==> config.mk <==
export PLATFORM = sky130hd
export DESIGN_NAME = hstrps_golomb
export DESIGN_NICKNAME = d
export VERILOG_FILES = /design/src/hstrps_pkg.sv /design/src/hstrps_golomb.sv
export SDC_FILE = /design/constraint.sdc
export NUM_CORES = 1
export LEC_CHECK = 0
export BUFFER_PORTS_ARGS = -buffer_cell sky130_fd_sc_hd__buf_2
export CAP_MARGIN = 20
export CORE_MARGIN = 2
export CORE_UTILIZATION = 60
export CTS_CLUSTER_DIAMETER = 40
export DETAILED_ROUTE_END_ITERATION = 8
export PLACE_DENSITY = 0.87
export SYNTH_ARGS = -nofsm -noshare
export SYNTH_HDL_FRONTEND = slang
export SYNTH_SLANG_ARGS = --single-unit
==> constraint.sdc <==
create_clock -name clk -period 4.4 [get_ports clk]
set_input_delay 0 -clock clk [delete_from_list [all_inputs] [get_ports clk]]
set_output_delay 0 -clock clk [all_outputs]
set_load 0.03 [all_outputs]
==> src/hstrps_pkg.sv <==
// Shared types and constants for the short-term reference picture set parser.
// Used by hstrps_golomb and hevc_short_term_rps_parser; depends on nothing.
package hstrps_pkg;

	localparam int DpbSize = 16;
	localparam int MaxSets = 64;

	localparam logic [2:0] ST_OK      = 3'd0;
	localparam logic [2:0] ST_COUNT   = 3'd1;
	localparam logic [2:0] ST_REF     = 3'd2;
	localparam logic [2:0] ST_MANY    = 3'd3;
	localparam logic [2:0] ST_RANGE   = 3'd4;
	localparam logic [2:0] ST_RESTART = 3'd5;

	typedef struct packed {
		logic       stream_bit;
		logic       begin_set;
		logic [6:0] target_set;
		logic       slice_mode;
	} cmd_t;

	typedef struct packed {
		logic [6:0]         set_out;
		logic               list_select;
		logic [3:0]         entry_position;
		logic signed [15:0] poc_delta;
		logic               used_now;
		logic               entry_valid;
		logic [2:0]         status;
		logic               last;
	} result_t;

	typedef struct packed {
		logic        done;
		logic        too_long;
		logic [31:0] value;
	} golomb_res_t;

	function automatic result_t make_err(input logic [6:0] slot, input logic [2:0] code);
		result_t r;
		r = '0;
		r.set_out = slot;
		r.status = code;
		r.last = 1'b1;
		return r;
	endfunction

endpackage

==> src/hstrps_golomb.sv <==
// Bit-serial Exp-Golomb decoder that takes one code bit per enabled cycle.
// Depends on hstrps_pkg for the result struct.
module hstrps_golomb (
	input  logic                     clk,
	input  logic                     arst_n,
	input  logic                     en,
	input  logic                     clr,
	input  logic                     bit_in,
	output hstrps_pkg::golomb_res_t  res
);

	logic [5:0]  zc_q, zc_n, zc;
	logic        suf_q, suf_n, suf;
	logic [4:0]  left_q, left_n, left;
	logic [31:0] acc_q, acc_n, acc;

	always_comb begin
		zc = clr ? 6'd0 : zc_q;
		suf = clr ? 1'b0 : suf_q;
		left = clr ? 5'd0 : left_q;
		acc = clr ? 32'd0 : acc_q;
		zc_n = zc;
		suf_n = suf;
		left_n = left;
		acc_n = acc;
		res = '0;
		if (en) begin
			if (!suf) begin
				if (bit_in) begin
					if (zc == 6'd0) begin
						res.done = 1'b1;
					end else begin
						suf_n = 1'b1;
						left_n = zc[4:0];
						acc_n = 32'd1;
					end
				end else begin
					zc_n = zc + 6'd1;
					if (zc_n > 6'd31) begin
						res.too_long = 1'b1;
					end
				end
			end else begin
				acc_n = {acc[30:0], bit_in};
				left_n = left - 5'd1;
				if (left_n == 5'd0) begin
					res.done = 1'b1;
					res.value = acc_n - 32'd1;
				end
			end
			if (res.done || res.too_long) begin
				zc_n = '0;
				suf_n = 1'b0;
				left_n = '0;
				acc_n = '0;
			end
		end
	end

	always_ff @(posedge clk or negedge arst_n) begin
		if (!arst_n) begin
			zc_q <= '0;
			suf_q <= 1'b0;
			left_q <= '0;
			acc_q <= '0;
		end else begin
			zc_q <= zc_n;
			suf_q <= suf_n;
			left_q <= left_n;
			acc_q <= acc_n;
		end
	end

endmodule

==> results.yml, run 1 <==
global_route:
  grt-ovfl-total: 0
  antenna_found_initial: 0
  grt_pass1_vias: 3068
  grt_max_degree: 44
  grt_pass1_wl_um: 14600
  globalRouteTotalUtil_pct: 30.3
sta:
  finalCritPeriodShare_pct: 73.9
  rsz0062_at_grt: "no"
  tns_ns: 0
  relSlewSlack_pct: 26.4
  hold_viol: 0
  drv_slew: 0
  fmax_mhz: 307
  setup_viol: 0
  fin_skew_ns: 0.00472
  period_minus_slack_ns: 3.25
  fin_ws_ns: 1.15
  worst_pin_slew_ns: 1.10
  fin_hold_ws_ns: 0.117
hold_path:
  hold_start: "en"
  hold_path_class: "primary input to register"
yosys:
  yosys_warnings: 0
  ys_ff_latch: 43
  synth_edf_count: 0
  synth_top_cell_by_area: "dfrtp_1"
  ys.flop_type: "dfrtp_1"
  netlist.area_leader.share_pct: 33.6
  synth_cell_type_count: 62
  yosys.cell_count.top_type: "nor2_1"
  yosys-top-cells-count: "nor2_1, dfrtp_1, a22oi_1, a21oi_1, clkbuf_1"
  postSynth.asyncResetShare_pct: 100
  netlist_instances: 402
  synth_area_leaders: "dfrtp_1, nor2_1, a22oi_1"
  syn_avg_cell_area_sq_um: 7.97
  seq_area_frac_synth_pct: 33.6
  syn_area_sq_um: 3200
  syn_nets: 412
drt:
  met3RoutedLength_um: 698
  wl_per_cell_um: 17.7
  antenna_left: 0
  highest_layer: "met4"
  drc_errors: 0
  drtIter0Drc: 370
  vias: 3337
  drt_first_pass_iters: 7
  via_per_inst: 6.74
  wl_um: 8770
  met1_length_um: 3800
  wl_met2_um: 4120
power_and_ir_drop:
  peakVddDrop_mv: 0.151
  total_leakage_power_nw: 1.53
  power_density_nw_per_um2: 221
critical_path:
  crit_family: "simple AND/OR/NAND/NOR gates"
  path_buf_inv: 1
  cp-start-kind: "register"
  critPathRequiredTime_ns: 4.40
  regToRegStartpoint: "suf_q$_DFF_PN0_"
  critPathKind: "register to output port"
  arrival_ns: 3.25
  slowest_delay_ns: 0.77
  crit_fanout: 15
  crit_path_end_kind: "output port"
  crit_slowest_cell: "nor2b_1"
  crit_start: "suf_q$_DFF_PN0_"
  critical_path.cell_chain: "nor2b_1 > nand4_1 > a2111oi_0 > or2_2 > buf_2"
die:
  die-area_sq_um: 5940
  coreArea_sq_um: 5140
  fp.dieH_um: 77.1
  rows: 26
  start_util_pct: 62.3
  die_w_um: 77.1
  ios: 39
cts:
  path_clk_slew_ns: 0.08
  cts_tree: "yes"
  cts_made_buffers: 5
  numClockSinks: 43
  clock_latency_ns: 0.29
  cts_buffer_depth: 2
  cts_setup_buffers: 0
  cts-root-buf: "clkbuf_8"
  cts_max_level: 2
flow_run:
  cap_violations: 0
layout:
  nNetsFinal: 434
  final_cells: 495
  antenna_cells: 0
  utilization_pct: 68.6
  syn_to_final_growth_pct: 10.1
  drive_gt1_share_pct: 16.2
  fillers: 436
place:
  routabilityCongestion: 0.883
  numPortBuffers: 38
  place_inst: 485
  dp_slack_ns: 1.53
  hpwl_um: 5830
status:
  status: "complete, no violations"
-- worst paths after layout --
path | endpoint | slack, ns | cells past startpoint
setup / recovery | res[20] | 1.15 | 5
max in group asynchronous | acc_q[7]$_DFF_PN0_ | 3.79 | 3
min in group asynchronous | left_q[4]$_DFF_PN0_ | 0.14 | 2
hold / removal | left_q[1]$_DFF_PN0_ | 0.12 | 2
setup reg to reg | acc_q[1]$_DFF_PN0_ | 1.82 | 5
hold reg to reg | left_q[4]$_DFF_PN0_ | 0.57 | 1
-- registers in the layout (all words and copies together), names as in the netlist --
name,cells
zc_q,6
suf_q,1
left_q,5
acc_q,31
-- kinds of logic after synthesis --
| group | after synthesis | share of synthesized area [%] |
|---|---|---|
| simple gates | 178 | 28.8 |
| buf+inv | 39 | 4.96 |
| xor+xnor | 21 | 5.74 |
| fa+ha+maj | 5 | 1.95 |
| mux | 3 | 0.976 |
| compound gates | 113 | 24.0 |
| flops | 43 | 33.6 |
-- per-stage QoR --
step | area [sq um] | power, mW
floorplan | 3200 | 0.476
global placement | 3400 | 0.505
detailed placement | 3400 | 0.507
CTS | 3510 | 0.781
global route | 3530 | 0.817
finish | 3530 | 0.779
-- layout by cell type, fill, tap and decap left out, types with 2 or more instances in the layout --
cell,synthesis,final
o211ai_1,5,5
o21ai_0,19,18
nand4_1,5,5
or3_1,5,5
o21ai_1,2,3
nor4_2,4,4
a31oi_1,5,5
nand2_1,21,21
xor2_1,4,4
nor3_1,18,18
mux2i_1,2,2
a22oi_1,28,28
buf_4,0,4
a211oi_1,3,3
inv_1,9,9
nor4_1,9,9
xnor2_1,17,17
clkbuf_8,0,7
or4_1,5,5
nor2b_1,13,13
nand2b_1,4,4
dfrtp_1,43,43
and3_1,2,2
a21oi_1,23,23
o311ai_0,5,5
nor2_1,71,71
buf_2,4,38
or2_2,3,3
nor3b_1,2,2
ha_1,5,5
o22ai_1,4,4
or4_4,2,2
nand3_1,7,7
-- final cells by class --
cell class	instances	area [sq um]	share of cell area [%]
flip-flops and latches	43	1080	30.5
repair buffers	44	250	7.09
clock buffers	8	100	2.84
well taps	70	87.6	2.48
inverters	10	37.5	1.06
multi-input cells	320	1980	56.0
-- power breakdown --
part	total, mW	switching [mW]	internal [mW]
Combinational	0.106	0.0735	0.0320
Clock	0.273	0.130	0.143
Sequential	0.400	0.00315	0.397
-- timing repair --
action / CTS / global route
hold buffers: 1 / 0
gates resized for setup: 0 / 0
hold endpoints to repair: 43 / 0
-- layer usage --
metal  vias up  GRT usage, %
met2       210          48.7
met3        22          4.35
met1      1583          42.3
met5         -             0
li1       1522             -
met4         0          9.82
No activity file was read; power rests on OpenSTA's default activity.
==> inputs of run 2 (changes only) <==
--- a/config.mk
+++ b/config.mk
@@ -8,10 +8,10 @@
 export BUFFER_PORTS_ARGS = -buffer_cell sky130_fd_sc_hd__buf_2
 export CAP_MARGIN = 20
 export CORE_MARGIN = 2
-export CORE_UTILIZATION = 60
+export CORE_UTILIZATION = 53
 export CTS_CLUSTER_DIAMETER = 40
 export DETAILED_ROUTE_END_ITERATION = 8
-export PLACE_DENSITY = 0.87
+export PLACE_DENSITY = 0.82
 export SYNTH_ARGS = -nofsm -noshare
 export SYNTH_HDL_FRONTEND = slang
 export SYNTH_SLANG_ARGS = --single-unit
==> constraint.sdc (replaced) <==
create_clock -name clk -period 2.6 [get_ports clk]
set_input_delay 0 -clock clk [delete_from_list [all_inputs] [get_ports clk]]
set_output_delay 0 -clock clk [all_outputs]
set_load 0.03 [all_outputs]
==> run 2 against run 1 <==
Against the previous run: combinational power increased by 80%; routed wire length increased by 8.0%; worst hold slack got worse by 0.029 ns; critical endpoint is now res[31].
==> results.yml, run 2 (synthesis gave the netlist of run 1 again) <==
cts:
  cts_max_level: 2
  path_clk_slew_ns: 0.08
  cts_tree: "yes"
  clock_latency_ns: 0.30
  cts-root-buf: "clkbuf_8"
  numClockSinks: 43
  cts_made_buffers: 5
  cts_buffer_depth: 2
layout:
  regArea_sq_um: 1080
  fillers: 501
  antenna_cells: 0
  regMostFlops: "acc_q"
  layout_common_cells: "nor2_1, dfrtp_1, buf_2, a22oi_1, buf_4"
  drive_gt1_share_pct: 21.3
  largest_reg_flops: 31
  reg_top3: "acc_q: 31 flops, zc_q: 6 flops, left_q: 5 flops"
  syn_to_final_growth_pct: 17.4
  final_common_cell: "nor2_1"
  nNetsFinal: 455
  multi_input_area_sq_um: 2000
sta:
  finalCritPeriodShare_pct: 97.0
  period_minus_slack_ns: 2.52
  fmax_mhz: 397
  tns_ns: 0
  setup_viol: 0
  hold_viol: 0
  relSlewSlack_pct: 44.4
  worst_pin_slew_ns: 0.827
  fin_skew_ns: 0.00978
  drv_slew: 0
die:
  fp.dieH_um: 81.8
  coreArea_sq_um: 5890
  die_w_um: 81.8
  ios: 39
  start_util_pct: 54.4
  rows: 28
  die-area_sq_um: 6680
critical_path:
  crit_fanout: 9
  cp-start-kind: "register"
  slowest_delay_ns: 0.62
  arrival_ns: 2.52
  critical_path.cell_chain: "or4_4 > a21o_4 > or4_1 > nand3_1 > a21oi_1 > buf_4"
  critPathRequiredTime_ns: 2.60
  crit_family: "simple AND/OR/NAND/NOR gates"
  path_buf_inv: 1
  critPathKind: "register to output port"
  crit_slowest_cell: "or4_4"
  crit_path_end_kind: "output port"
hold_path:
  hold_path_class: "primary input to register"
power_and_ir_drop:
  swShare_pct: 28.0
  total_leakage_power_nw: 1.65
  pwr-share-clk_pct: 33.9
  power_switching_uw: 366
  peakVddDrop_mv: 0.260
  p_int_uw: 944
  pwr-share-comb_pct: 14.6
  power_density_nw_per_um2: 348
  sequentialPowerShare_pct: 51.5
  finalPower_mw: 1.31
drt:
  antenna_left: 0
  drtIter0Drc: 461
  wl_um: 9470
  drt_first_pass_iters: 5
  drc_errors: 0
  vias: 3438
  via_per_inst: 6.61
  wl_per_cell_um: 18.2
place:
  routabilityCongestion: 0.990
  hpwl_um: 6250
  numPortBuffers: 38
global_route:
  grt_most_used_layer: "met2"
  globalRouteTotalUtil_pct: 28.6
  antenna_found_initial: 0
  use_met3_pct: 4.62
  grt-ovfl-total: 0
  grtUsageMet2_pct: 43.8
  grt_pass1_vias: 2929
  grt_max_degree: 44
  met1_usage_pct: 41.0
  grt_pass1_wl_um: 14700
status:
  status: "complete, no violations"
flow_run:
  cap_violations: 0
run 2: cell count changes in the layout (fill, tap and decap cells not counted), sizes merged:
| cell | before | now |
|---|---|---|
| clkbuf | 8 | 10 |
| buf | 43 | 60 |
| clkinv | 1 | 2 |
run 2: path summary, 6_finish.rpt:
kind,cells after the start,to,startpoint,slack [ns]
max in group asynchronous,3,acc_q[27]$_DFF_PN0_,arst_n,2.00
worst max-delay path,6,res[31],acc_q[3]$_DFF_PN0_,0.08
worst min-delay path,2,acc_q[29]$_DFF_PN0_,en,0.09
min in group asynchronous,2,acc_q[10]$_DFF_PN0_,arst_n,0.12
worst min register to register,1,left_q[4]$_DFF_PN0_,left_q[4]$_DFF_PN0_,0.56
worst max register to register,8,left_q[2]$_DFF_PN0_,zc_q[1]$_DFF_PN0_,0.18
run 2: power by group through the flow:
stage / logic, mW / registers [mW] / clock network [mW]
2_1_floorplan: 0.118 / 0.687 / 0
3_3_place_gp: 0.177 / 0.688 / 0
3_5_place_dp: 0.180 / 0.688 / 0
4_1_cts: 0.183 / 0.675 / 0.449
5_1_grt: 0.209 / 0.675 / 0.481
6_report: 0.191 / 0.675 / 0.444
run 2: routing by layer:
metal,routed length [um],part of all wire [%]
met1,3860,41
met2,4350,46
met3,976,10
met4,284,3.0
met5,0,0
run 2: per-stage QoR:
step / instances / worst slack (ns) / cell area (sq um) / util (%) / hold WS [ns]
after floorplan: 402 / 0.121 / 3200 / - / -0.296
after global placement: 503 / 0.314 / 3530 / 59.9 / 0.213
after detailed placement: 503 / 0.225 / 3530 / 59.9 / 0.229
after CTS: 512 / 0.0216 / 3630 / 61.7 / 0.0797
after global routing: 520 / -0.0199 / 3760 / 63.9 / 0.0913
final: 520 / 0.0786 / 3760 / 63.9 / 0.0878
run 2: layout make-up:
class	instances	share of cell area, %
Clock buffer	6	2.20
Clock inverter	1	0.133
Inverter	10	0.998
Multi-Input combinational cell	320	53.3
Sequential cell	43	28.6
Tap cell	75	2.50
Timing Repair Buffer	65	12.3
run 2: timing repair:
item,in CTS,in global routing
gates cloned,0,1
hold buffers,1,0
hold endpoints to repair,43,0
pin swaps,3,2
buffers inserted,1,6
gates resized for setup,0,15
setup endpoints to repair,1,7
